### src/design/aipl_pkg.sv
// Package for the active/inactive page list block: constants, request types and control types.
package aipl_pkg;

	localparam int NUM_PAGES_DEF  = 16;
	localparam int TOTAL_BITS_DEF = 16;
	localparam int CFG_W          = 5;
	localparam int CNT_OUT_W      = 5;
	localparam int PAGE_ID_W      = 4;
	localparam int TOTAL_OUT_W    = 16;

	localparam logic [CFG_W-1:0] ACTIVE_LIMIT_RST = 5'd11;
	localparam logic [CFG_W-1:0] DEMOTE_COUNT_RST = 5'd4;

	// Configuration register indexes.
	localparam logic CFG_ACTIVE_LIMIT = 1'b0;
	localparam logic CFG_DEMOTE_COUNT = 1'b1;

	// Request modes.
	localparam logic [1:0] MODE_REF  = 2'd0;
	localparam logic [1:0] MODE_TICK = 2'd1;

	typedef struct packed {
		logic [1:0]           mode;
		logic [PAGE_ID_W-1:0] page_id;
	} in_item_t;

	typedef struct packed {
		logic [CNT_OUT_W-1:0]   active_count;
		logic [CNT_OUT_W-1:0]   inactive_count;
		logic [CNT_OUT_W-1:0]   demoted;
		logic [CNT_OUT_W-1:0]   counted;
		logic [TOTAL_OUT_W-1:0] page_total;
		logic                   page_active;
		logic                   page_ref;
	} out_item_t;

	typedef enum logic [3:0] {
		S_IDLE,
		S_DISP,
		S_REM,
		S_APP,
		S_CHK,
		S_DEM,
		S_TICK,
		S_DRAIN,
		S_RD,
		S_FIN
	} state_t;

	// Commands from the controller to the datapath.
	typedef struct packed {
		logic load;
		logic remove;
		logic append;
		logic demote;
		logic tick_rd;
		logic rd_page;
		logic fin;
	} cmd_t;

	// Status from the datapath to the controller.
	typedef struct packed {
		logic [1:0] mode;
		logic       page_ok;
		logic       over_limit;
		logic       dem_more;
		logic       tick_last;
		logic       out_free;
	} sts_t;

endpackage

### src/design/aipl_ram.sv
// Generic single-write, single-read RAM with registered read data.
module aipl_ram #(
	parameter int WIDTH = 16,
	parameter int DEPTH = 16
) (
	input  logic                     clk,
	input  logic                     we,
	input  logic [$clog2(DEPTH)-1:0] waddr,
	input  logic [WIDTH-1:0]         wdata,
	input  logic                     re,
	input  logic [$clog2(DEPTH)-1:0] raddr,
	output logic [WIDTH-1:0]         rdata
);

	logic [WIDTH-1:0] mem_q [DEPTH];

	// Write port and registered read port.
	always_ff @(posedge clk) begin
		if (we) begin
			mem_q[waddr] <= wdata;
		end
		if (re) begin
			rdata <= mem_q[raddr];
		end
	end

endmodule

### src/design/aipl_ctrl.sv
// Controller state machine that sequences each request through the datapath.
module aipl_ctrl (
	input  logic          clk,
	input  logic          arst_n,
	input  logic          in_valid,
	output logic          in_stall,
	input  aipl_pkg::sts_t sts,
	output aipl_pkg::cmd_t cmd
);

	import aipl_pkg::*;

	state_t state_q, state_d;

	// State register.
	always_ff @(posedge clk or negedge arst_n) begin
		if (!arst_n) begin
			state_q <= S_IDLE;
		end else begin
			state_q <= state_d;
		end
	end

	// Next state and commands.
	always_comb begin
		state_d  = state_q;
		cmd      = '0;
		in_stall = 1'b1;
		case (state_q)
			S_IDLE: begin
				in_stall = 1'b0;
				if (in_valid) begin
					cmd.load = 1'b1;
					state_d  = S_DISP;
				end
			end
			S_DISP: begin
				if (sts.mode == MODE_REF && sts.page_ok) begin
					state_d = S_REM;
				end else if (sts.mode == MODE_TICK) begin
					state_d = S_TICK;
				end else begin
					state_d = S_RD;
				end
			end
			S_REM: begin
				cmd.remove = 1'b1;
				state_d    = S_APP;
			end
			S_APP: begin
				cmd.append = 1'b1;
				state_d    = S_CHK;
			end
			S_CHK: begin
				state_d = sts.over_limit ? S_DEM : S_RD;
			end
			S_DEM: begin
				if (sts.dem_more) begin
					cmd.demote = 1'b1;
				end else begin
					state_d = S_RD;
				end
			end
			S_TICK: begin
				cmd.tick_rd = 1'b1;
				if (sts.tick_last) begin
					state_d = S_DRAIN;
				end
			end
			S_DRAIN: begin
				state_d = S_RD;
			end
			S_RD: begin
				cmd.rd_page = 1'b1;
				state_d     = S_FIN;
			end
			S_FIN: begin
				if (sts.out_free) begin
					cmd.fin = 1'b1;
					state_d = S_IDLE;
				end
			end
			default: begin
				state_d = S_IDLE;
			end
		endcase
	end

	// At most one datapath operation is commanded per cycle.
	a_one_cmd: assert property (@(posedge clk) disable iff (!arst_n)
		$onehot0(cmd))
		else $error("more than one datapath command at once");

	// A result is only loaded when the output register can take it.
	a_fin_free: assert property (@(posedge clk) disable iff (!arst_n)
		cmd.fin |-> sts.out_free)
		else $error("result loaded into a busy output register");

	// A request is taken only from idle and then dispatched.
	a_load_disp: assert property (@(posedge clk) disable iff (!arst_n)
		cmd.load |=> state_q == S_DISP)
		else $error("accepted request not dispatched");

endmodule

### src/design/aipl_dp.sv
// Datapath: active list, page flags, reference totals, configuration and result register.
module aipl_dp #(
	parameter int NUM_PAGES  = aipl_pkg::NUM_PAGES_DEF,
	parameter int TOTAL_BITS = aipl_pkg::TOTAL_BITS_DEF
) (
	input  logic                           clk,
	input  logic                           arst_n,
	input  aipl_pkg::in_item_t             in_data,
	input  aipl_pkg::cmd_t                 cmd,
	output aipl_pkg::sts_t                 sts,
	input  logic                           cfg_we,
	input  logic                           cfg_index,
	input  logic [aipl_pkg::CFG_W-1:0]     cfg_data,
	output logic                           out_valid,
	input  logic                           out_stall,
	output aipl_pkg::out_item_t            out_data
);

	import aipl_pkg::*;

	localparam int PW = $clog2(NUM_PAGES);
	localparam int CW = $clog2(NUM_PAGES + 1);
	localparam int MW = (CW > CFG_W) ? CW : CFG_W;
	localparam int IW = (PAGE_ID_W > PW + 1) ? PAGE_ID_W : PW + 1;
	localparam logic [TOTAL_BITS-1:0] TOTAL_MAX = {TOTAL_BITS{1'b1}};

	logic [CFG_W-1:0]      limit_q, demote_q;
	logic [1:0]            mode_q;
	logic [PW-1:0]         page_q;
	logic                  page_ok_q;
	logic [PW-1:0]         list_q [NUM_PAGES];
	logic [CW-1:0]         len_q;
	logic [NUM_PAGES-1:0]  act_q, ref_q, tvalid_q;
	logic [CW-1:0]         dem_q, cnt_q;
	logic [PW-1:0]         tidx_q;
	logic                  tick_v_s1;
	logic [PW-1:0]         tick_p_s1;
	logic                  out_valid_q;
	out_item_t             out_q;
	logic [NUM_PAGES-1:0]  after;
	logic                  run;
	logic [TOTAL_BITS-1:0] rdata, tot_s1;
	logic                  bump;
	logic                  ram_re;
	logic [PW-1:0]         ram_raddr;

	// Configuration registers.
	always_ff @(posedge clk or negedge arst_n) begin
		if (!arst_n) begin
			limit_q  <= ACTIVE_LIMIT_RST;
			demote_q <= DEMOTE_COUNT_RST;
		end else if (cfg_we) begin
			if (cfg_index == CFG_ACTIVE_LIMIT) begin
				limit_q <= cfg_data;
			end else begin
				demote_q <= cfg_data;
			end
		end
	end

	// Request capture.
	always_ff @(posedge clk) begin
		if (cmd.load) begin
			mode_q     <= in_data.mode;
			page_q     <= PW'(in_data.page_id);
			page_ok_q  <= IW'(in_data.page_id) < IW'(NUM_PAGES);
		end
	end

	// Entries at or after the referenced page's position in the active list.
	always_comb begin
		run = 1'b0;
		for (int i = 0; i < NUM_PAGES; i++) begin
			run      = run | ((list_q[i] == page_q) && (CW'(i) < len_q));
			after[i] = run;
		end
	end

	// Active list: removal, append at tail and pop from head.
	always_ff @(posedge clk or negedge arst_n) begin
		if (!arst_n) begin
			for (int i = 0; i < NUM_PAGES; i++) begin
				list_q[i] <= PW'(i);
			end
			len_q <= CW'(NUM_PAGES);
			act_q <= '1;
			dem_q <= '0;
		end else begin
			if (cmd.load) begin
				dem_q <= '0;
			end
			if (cmd.remove && act_q[page_q]) begin
				for (int i = 0; i < NUM_PAGES - 1; i++) begin
					if (after[i]) begin
						list_q[i] <= list_q[i+1];
					end
				end
				len_q         <= len_q - 1'b1;
				act_q[page_q] <= 1'b0;
			end
			if (cmd.append) begin
				for (int i = 0; i < NUM_PAGES; i++) begin
					if (CW'(i) == len_q) begin
						list_q[i] <= page_q;
					end
				end
				len_q         <= len_q + 1'b1;
				act_q[page_q] <= 1'b1;
			end
			if (cmd.demote) begin
				for (int i = 0; i < NUM_PAGES - 1; i++) begin
					list_q[i] <= list_q[i+1];
				end
				act_q[list_q[0]] <= 1'b0;
				len_q            <= len_q - 1'b1;
				dem_q            <= dem_q + 1'b1;
			end
		end
	end

	// Reference totals live in RAM; a page reads as zero until first written.
	assign ram_re    = cmd.tick_rd | cmd.rd_page;
	assign ram_raddr = cmd.rd_page ? page_q : tidx_q;
	assign tot_s1    = tvalid_q[tick_p_s1] ? rdata : '0;
	assign bump      = tick_v_s1 && act_q[tick_p_s1] && ref_q[tick_p_s1]
		&& (tot_s1 != TOTAL_MAX);

	aipl_ram #(
		.WIDTH (TOTAL_BITS),
		.DEPTH (NUM_PAGES)
	) u_totals (
		.clk   (clk),
		.we    (bump),
		.waddr (tick_p_s1),
		.wdata (tot_s1 + 1'b1),
		.re    (ram_re),
		.raddr (ram_raddr),
		.rdata (rdata)
	);

	// Reference bits and the checker tick walk, one page id per cycle.
	always_ff @(posedge clk or negedge arst_n) begin
		if (!arst_n) begin
			ref_q     <= '0;
			tvalid_q  <= '0;
			tidx_q    <= '0;
			tick_v_s1 <= 1'b0;
			cnt_q     <= '0;
		end else begin
			tick_v_s1 <= cmd.tick_rd;
			if (cmd.load) begin
				tidx_q <= '0;
				cnt_q  <= '0;
			end
			if (cmd.tick_rd) begin
				tidx_q <= tidx_q + 1'b1;
			end
			if (cmd.remove) begin
				ref_q[page_q] <= 1'b1;
			end
			if (tick_v_s1 && act_q[tick_p_s1] && ref_q[tick_p_s1]) begin
				ref_q[tick_p_s1] <= 1'b0;
			end
			if (bump) begin
				tvalid_q[tick_p_s1] <= 1'b1;
				cnt_q               <= cnt_q + 1'b1;
			end
		end
	end

	always_ff @(posedge clk) begin
		tick_p_s1 <= tidx_q;
	end

	// Result register.
	always_ff @(posedge clk or negedge arst_n) begin
		if (!arst_n) begin
			out_valid_q <= 1'b0;
		end else if (cmd.fin) begin
			out_valid_q <= 1'b1;
		end else if (!out_stall) begin
			out_valid_q <= 1'b0;
		end
	end

	always_ff @(posedge clk) begin
		if (cmd.fin) begin
			out_q.active_count   <= CNT_OUT_W'(len_q);
			out_q.inactive_count <= CNT_OUT_W'(CW'(NUM_PAGES) - len_q);
			out_q.demoted        <= CNT_OUT_W'(dem_q);
			out_q.counted        <= CNT_OUT_W'(cnt_q);
			out_q.page_total     <= (page_ok_q && tvalid_q[page_q])
				? TOTAL_OUT_W'(rdata) : '0;
			out_q.page_active    <= page_ok_q & act_q[page_q];
			out_q.page_ref       <= page_ok_q & ref_q[page_q];
		end
	end

	assign out_valid = out_valid_q;
	assign out_data  = out_q;

	// Status to the controller.
	always_comb begin
		sts.mode       = mode_q;
		sts.page_ok    = page_ok_q;
		sts.over_limit = MW'(len_q) > MW'(limit_q);
		sts.dem_more   = (MW'(dem_q) < MW'(demote_q)) && (len_q != '0);
		sts.tick_last  = tidx_q == PW'(NUM_PAGES - 1);
		sts.out_free   = !out_valid_q || !out_stall;
	end

	// The active length always equals the number of pages flagged active.
	a_len_flags: assert property (@(posedge clk) disable iff (!arst_n)
		len_q == CW'($countones(act_q)))
		else $error("active length disagrees with active flags");

	// The active list never holds more than all pages.
	a_len_max: assert property (@(posedge clk) disable iff (!arst_n)
		len_q <= CW'(NUM_PAGES))
		else $error("active length beyond page count");

	// Each demotion shortens the active list by one.
	a_demote_len: assert property (@(posedge clk) disable iff (!arst_n)
		cmd.demote |=> len_q == $past(len_q) - 1'b1)
		else $error("demotion did not shorten the active list");

endmodule

### src/design/active_inactive_page_lists.sv
// Top level of the two-list page reclamation block.
// Keeps NUM_PAGES pages on an ordered active list and an inactive list, with a reference
// bit and a saturating TOTAL_BITS reference total per page; every page starts active in id
// order. Each request returns one result. A reference demotes no page when the active count
// stays within active_limit, and otherwise demotes pages from the head of the active list,
// at most demote_count of them; a checker tick walks over all page ids through the single
// read port of the totals RAM; a query only reads the state of its page. A stalled result
// holds up the block only when the next result is ready to be loaded. One request
// is worked on at a time, and the next one is taken as soon as its result sits in the
// output register, even if that result is still stalled. There is no clearing pass after
// reset; the block takes requests right away.
module active_inactive_page_lists #(
	parameter int NUM_PAGES  = aipl_pkg::NUM_PAGES_DEF,
	parameter int TOTAL_BITS = aipl_pkg::TOTAL_BITS_DEF
) (
	input  logic                       clk,
	input  logic                       arst_n,
	input  logic                       in_valid,
	output logic                       in_stall,
	input  aipl_pkg::in_item_t         in_data,
	output logic                       out_valid,
	input  logic                       out_stall,
	output aipl_pkg::out_item_t        out_data,
	input  logic                       cfg_we,
	input  logic                       cfg_index,
	input  logic [aipl_pkg::CFG_W-1:0] cfg_data
);

	import aipl_pkg::*;

	cmd_t cmd;
	sts_t sts;

	// Sequencer.
	aipl_ctrl u_ctrl (
		.clk      (clk),
		.arst_n   (arst_n),
		.in_valid (in_valid),
		.in_stall (in_stall),
		.sts      (sts),
		.cmd      (cmd)
	);

	// List, flag and total storage.
	aipl_dp #(
		.NUM_PAGES  (NUM_PAGES),
		.TOTAL_BITS (TOTAL_BITS)
	) u_dp (
		.clk       (clk),
		.arst_n    (arst_n),
		.in_data   (in_data),
		.cmd       (cmd),
		.sts       (sts),
		.cfg_we    (cfg_we),
		.cfg_index (cfg_index),
		.cfg_data  (cfg_data),
		.out_valid (out_valid),
		.out_stall (out_stall),
		.out_data  (out_data)
	);

endmodule

### config.mk
export PLATFORM = sky130hd
export DESIGN_NAME = active_inactive_page_lists
export DESIGN_NICKNAME = d
export VERILOG_FILES = /design/src/design/aipl_pkg.sv /design/src/design/aipl_ram.sv /design/src/design/aipl_ctrl.sv /design/src/design/aipl_dp.sv /design/src/design/active_inactive_page_lists.sv
export SDC_FILE = /design/constraint.sdc
export NUM_CORES = 1
export LEC_CHECK = 0
export CORE_UTILIZATION = 55
export DETAILED_ROUTE_END_ITERATION = 10
export DONT_BUFFER_PORTS = 1
export PLACE_DENSITY = 0.7
export SYNTH_ARGS = -nofsm -noshare
export SYNTH_HDL_FRONTEND = slang
export SYNTH_SLANG_ARGS = --single-unit
### constraint.sdc
create_clock -name clk -period 7.6 [get_ports clk]
set_input_delay 0.76 -clock clk [delete_from_list [all_inputs] [get_ports clk]]
set_output_delay 0.76 -clock clk [all_outputs]
set_load 0.005 [all_outputs]
==> flow_summary.toml, run 1 <==
[grt]
grt_antenna_before_repair = 0
gr-usage-all-layers_pct = 26.4
grt_start_max_net_pins = 95
first_global_vias = 12700
grt_pass1_wl_mm = 77.3
overflow = 0

[power_and_ir_drop]
p_leak_uw = 0.00804
total_power_uw = 8170
ir_drop_v = 0.000171
powerDensity_nw_per_um2 = 352

[critical_path]
worstPathCellList = "mux4_2, a22o_1, a221oi_4, or2_2, inv_1, ha_1, nand3_1, or4_4, nand2_1, nor2_2"
critPathLaunch = "u_dp.tick_p_s1[1]"
cp_top_family = "simple AND/OR/NAND/NOR gates"
r2r_setup_slack_ps = 2700
cp.depth = 10
crit_path_end = "u_dp.u_totals.mem_q[2][11]"
cp.required_ps = 7810
critPathMaxFanout = 27
start_kind = "flip-flop"
crit_type = "reg2reg"
end_kind = "flip-flop"
arrival_ps = 5110
r2r_end = "u_dp.u_totals.mem_q[2][11]"
slowest_stage = "dfxtp_1"
crit_buf_inv = 1
r2r-start = "u_dp.tick_p_s1[1]"
rr_worst_depth = 10
critPathMaxStageDelay_ps = 870

[timing]
slew_headroom_pct = 11.5
slew_viol_final = 0
finalCriticalPeriod_ps = 4900
finalWorstSetupSlack_ps = 2700
fin_tns_setup_ps = 0
worst_pin_slew_ps = 1320
skew_ps = 21.0
hold_viol = 0
hold_ws_ps = 32.7
max_freq_mhz = 204
rsz0062_at_grt = "false"
setup_viol = 0
finalCritPeriodShare_pct = 64.5

[floorplanning]
fp.dieArea_sq_um = 39300
core_sq_um = 37800
die-height_um = 198
ios = 57
initial_utilization_pct = 56.1
num_rows = 71
die_x_um = 198

[final_layout]
fillCellCount = 2751
post-route-util_pct = 61.5
drive_gt1_share_pct = 20.1
areaGrowthSynthToFinish_pct = 9.58
nNetsFinal = 1529
diodes = 0

[run]
drv_cap = 0

[drt]
route.detailed.drc = 0
avgRoutedWirePerCell_um = 24.6
dr.first_iter.drc_count = 1317
drt-pass1-iter-count = 5
ant_nets = 0
via_per_inst = 6.37
vias = 13000
wl_mm = 50.3

[logic_synthesis]
yosysMostFrequentCell = "edfxtp_1"
avgSynthCellArea_sq_um = 14.1
synthFlopType = "edfxtp_1"
synth_edf_count = 315
synthTopCellsByCount = "edfxtp_1, nand2_1, nor2_1, dfrtp_1"
yosysSeqAreaShare_pct = 62.7
synthCells = 1505
ys_types = 79
synth_nets = 1541
synth_area_sq_um = 21200
ys_seq_elements = 466
synth_top_area_share_pct = 44.7
synthTopCellsByArea = "edfxtp_1, dfrtp_1, mux4_2"
yosysTopAreaCell = "edfxtp_1"
async_flop_share_pct = 31.5
ys_warn_count = 0

[cts]
clock_sinks = 466
cts-root-buf = "clkbuf_16"
postCtsSetupBuffers = 0
clock_path_buffers = 3
clkLatencyLatePin_ps = 590
cts_tree = "done"
cts_max_level = 2
clkTransAtPathRegs_ps = 60
numCtsBuffers = 47

[place]
hpwl_mm = 32.4
gp_congestion = 0.886
io_buffers = 0
pre_cts_ws_ps = 2760

[run_status]
status = "completed"

[hold_path]
min_path_type = "in2async"
-- state kept, by name, indices dropped and copies added, names as in the netlist, 5 cells and up --
name                 cells
u_dp.dem_q               5
u_dp.u_totals.rdata     16
u_dp.act_q              16
u_dp.tvalid_q           16
u_dp.u_totals.mem_q    256
u_dp.out_data           37
u_dp.cnt_q               5
u_dp.limit_q             5
u_dp.demote_q            5
u_dp.list_q             64
u_dp.len_q               5
u_dp.ref_q              16
-- layout by cell type, fill, tap and decap left out, types with 8 or more instances in the layout --
master       n
nand4_1      8
clkinv_1     8
o21ai_0     32
nor2_2      16
or2_2       15
nand2_1    117
o21bai_1    12
nor2_1      83
mux4_2      80
nand2b_1    16
xnor2_1     25
and3_1       9
clkbuf_16   48
and2_1      36
a22o_1       9
o22a_1      17
a31oi_1     26
nor2b_1     11
nor3_1      14
xor2_1      57
ha_1        19
a21oi_1     79
edfxtp_1   315
a211oi_2     9
buf_4       24
a221oi_1     9
o22ai_1     31
a21o_1       8
a211oi_1    17
o221a_2      8
dfrtp_1     94
mux2_2      13
nor4_1      13
nand3_1     33
o21a_1      19
clkbuf_1    12
dfstp_2     53
inv_1       26
-- stage by stage --
stage | cells | area (sq um)
4_1_cts | 2042 | 23200
6_report | 2042 | 23200
3_3_place_gp | 1953 | 21600
2_1_floorplan | 1505 | 21200
3_5_place_dp | 1953 | 21600
5_1_grt | 2042 | 23200
-- how the worst min path moves through the flow --
stage / start / end / cells past startpoint
3_5_place_dp: arst_n / u_dp.cnt_q[3] / 0
3_3_place_gp: arst_n / u_dp.cnt_q[4] / 0
6_report: arst_n / u_dp.limit_q[3] / 0
4_1_cts: arst_n / u_dp.limit_q[3] / 0
2_1_floorplan: u_dp.tidx_q[2] / u_dp.tick_p_s1[2] / 0
5_1_grt: arst_n / u_dp.limit_q[3] / 0
-- logic make-up after synthesis --
logic type               after synthesis  share of synthesized area (%)
flip-flops                           466                           62.7
AND/OR/NAND/NOR                      404                           9.46
AO/OA/AOI/OAI                        314                           10.4
buffers and inverters                114                           2.95
multiplexers                         104                           9.89
XOR/XNOR                              84                           3.47
adder cells (fa/ha/maj)               19                           1.12
-- where the power goes --
group,switching (uW),internal [uW]
clock,980,1360
sequential,451,3270
combinational,1200,906
total,2630,5540
-- area by class of cell --
class,instances,area (sq um),area share [%]
timing repair buffer,26,218,0.938
clock inverter,25,304,1.31
clock buffer,62,1270,5.49
tap,511,639,2.76
multi-input combinational,925,7390,31.8
sequential,466,13300,57.2
inverter,27,101,0.437
-- layer usage --
metal / part of all wire, % / vias to the layer above / global-route usage [%]
li1: - / 5720 / -
met1: 43 / 6619 / 38.4
met2: 45 / 580 / 39.2
met3: 9.6 / 84 / 6.57
met4: 2.6 / 0 / 8.18
met5: 0 / - / 0
-- repair_timing --
item,4_1_cts,5_1_grt
hold buffers,2,0
resized for setup,0,0
endpoints found under the hold margin,94,0
No activity file was read; power rests on OpenSTA's default activity.
==> run 2, diff against run 1 <==
- clock period: 7.6 -> 4.6 ns (I/O delays scaled with it)
==> flow_summary.toml, run 2 (same netlist as run 1, synthesis figures left out) <==
[run_status]
status = "completed"

[hold_path]
min_path_type = "in2reg"
whs_path_depth = 1

[critical_path]
critPathMaxStageDelay_ps = 850
start_kind = "flip-flop"
cp.depth = 10
critPathMaxFanout = 17
end_kind = "flip-flop"
worstPathCellList = "mux4_2, a22o_1, a221oi_4, buf_4, nor2_1, ha_1, nand3_1, or4_4, nand2_1, nor2_2"
arrival_ps = 4480
crit_type = "reg2reg"
r2r_setup_slack_ps = 330
rr_worst_depth = 10
slowest_stage = "nor2_2"
cp.required_ps = 4810
crit_buf_inv = 1
cp_top_family = "simple AND/OR/NAND/NOR gates"

[final_layout]
post-route-util_pct = 62.3
fillCellCount = 2746
multi_input_area_sq_um = 7370
diodes = 0
areaGrowthSynthToFinish_pct = 11.1
drive_gt1_share_pct = 20.9
regArea_sq_um = 13300
final_cell_mix = "edfxtp_1, nand2_1, dfrtp_1"
largest_reg_flops = 256
nNetsFinal = 1558
finalNonFillerCells = 2072
final_area_sq_um = 23500
largest_register = "u_dp.u_totals.mem_q"
layout_commonest_cell = "edfxtp_1"

[grt]
overflow = 0
grt_pass1_wl_mm = 78.2
first_global_vias = 12800
grt_start_max_net_pins = 148
grt_antenna_before_repair = 0
gr-usage-all-layers_pct = 26.7

[place]
gp_congestion = 0.904
placed_cell_area_sq_um = 21800
hpwl_mm = 33.4
placed_cells = 1972
io_buffers = 0

[drt]
ant_nets = 0
drt-pass1-iter-count = 7
via_per_inst = 6.33
avgRoutedWirePerCell_um = 24.4
vias = 13100
wl_mm = 50.5
dr.first_iter.drc_count = 1436
route.detailed.drc = 0

[cts]
clkTransAtPathRegs_ps = 60
cts-root-buf = "clkbuf_16"
clock_path_buffers = 3
clock_sinks = 466
numCtsBuffers = 47
cts_max_level = 2
cts_tree = "done"
ctsResizeCount = 0
clkLatencyLatePin_ps = 610

[timing]
finalCritPeriodShare_pct = 92.7
worst_pin_slew_ps = 1270
hold_viol = 0
rsz0062_at_grt = "false"
skew_ps = 45.5
finalCriticalPeriod_ps = 4270
max_freq_mhz = 234
setup_viol = 0
slew_viol_final = 0
fin_tns_setup_ps = 0
slew_headroom_pct = 14.9

[floorplanning]
ios = 57
fp.dieArea_sq_um = 39300
initial_utilization_pct = 56.1
die-height_um = 198
num_rows = 71
core_sq_um = 37800
die_x_um = 198

[power_and_ir_drop]
total_power_uw = 13700
powerDensity_nw_per_um2 = 581
ir_drop_v = 0.000322
p_leak_uw = 0.00823

[run]
drv_cap = 0
==> run 2: final timing paths <==
path,startpoint,endpoint
min in group asynchronous,arst_n,u_dp.cnt_q[1]
setup reg to reg,u_dp.tick_p_s1[0],u_dp.u_totals.mem_q[3][8]
hold reg to reg,u_dp.tvalid_q[11],u_dp.tvalid_q[11]
max in group asynchronous,arst_n,u_dp.ref_q[11]
hold / removal,cfg_data[0],u_dp.demote_q[0]
setup / recovery,u_dp.tick_p_s1[0],u_dp.u_totals.mem_q[3][8]
==> run 2: power breakdown <==
part	total [uW]	leakage [uW]	switching [uW]	internal [uW]
sequential	6200	0.00445	793	5400
combinational	3580	0.00301	1970	1610
clock	3890	0.000774	1630	2260
total	13700	0.00823	4400	9280
==> run 2: stage by stage <==
step,setup WS (ps),hold WS [ps]
3_5_place_dp,388,171
5_1_grt,80.3,4.27
4_1_cts,335,1.76
2_1_floorplan,860,164
6_report,334,21.5
3_3_place_gp,525,169
==> run 2: layout make-up <==
cell class              count  share of cell area [%]
multi-input cells         925                    31.3
clock buffers              69                    5.69
well taps                 511                    2.72
flip-flops and latches    466                    56.5
inverters                  27                   0.431
clock inverters            19                    1.08
repair buffers             55                    2.28
==> run 2: metal layers <==
metal  global-route usage [%]  part of all wire [%]
met5                        0                     0
met1                     40.2                    44
met4                     8.67                   2.8
met3                     5.96                   8.7
met2                     38.4                    44
==> run 2: repair_timing <==
item	CTS	global route
hold buffers	12	0
buffers inserted	0	0
endpoints found under the hold margin	159	0
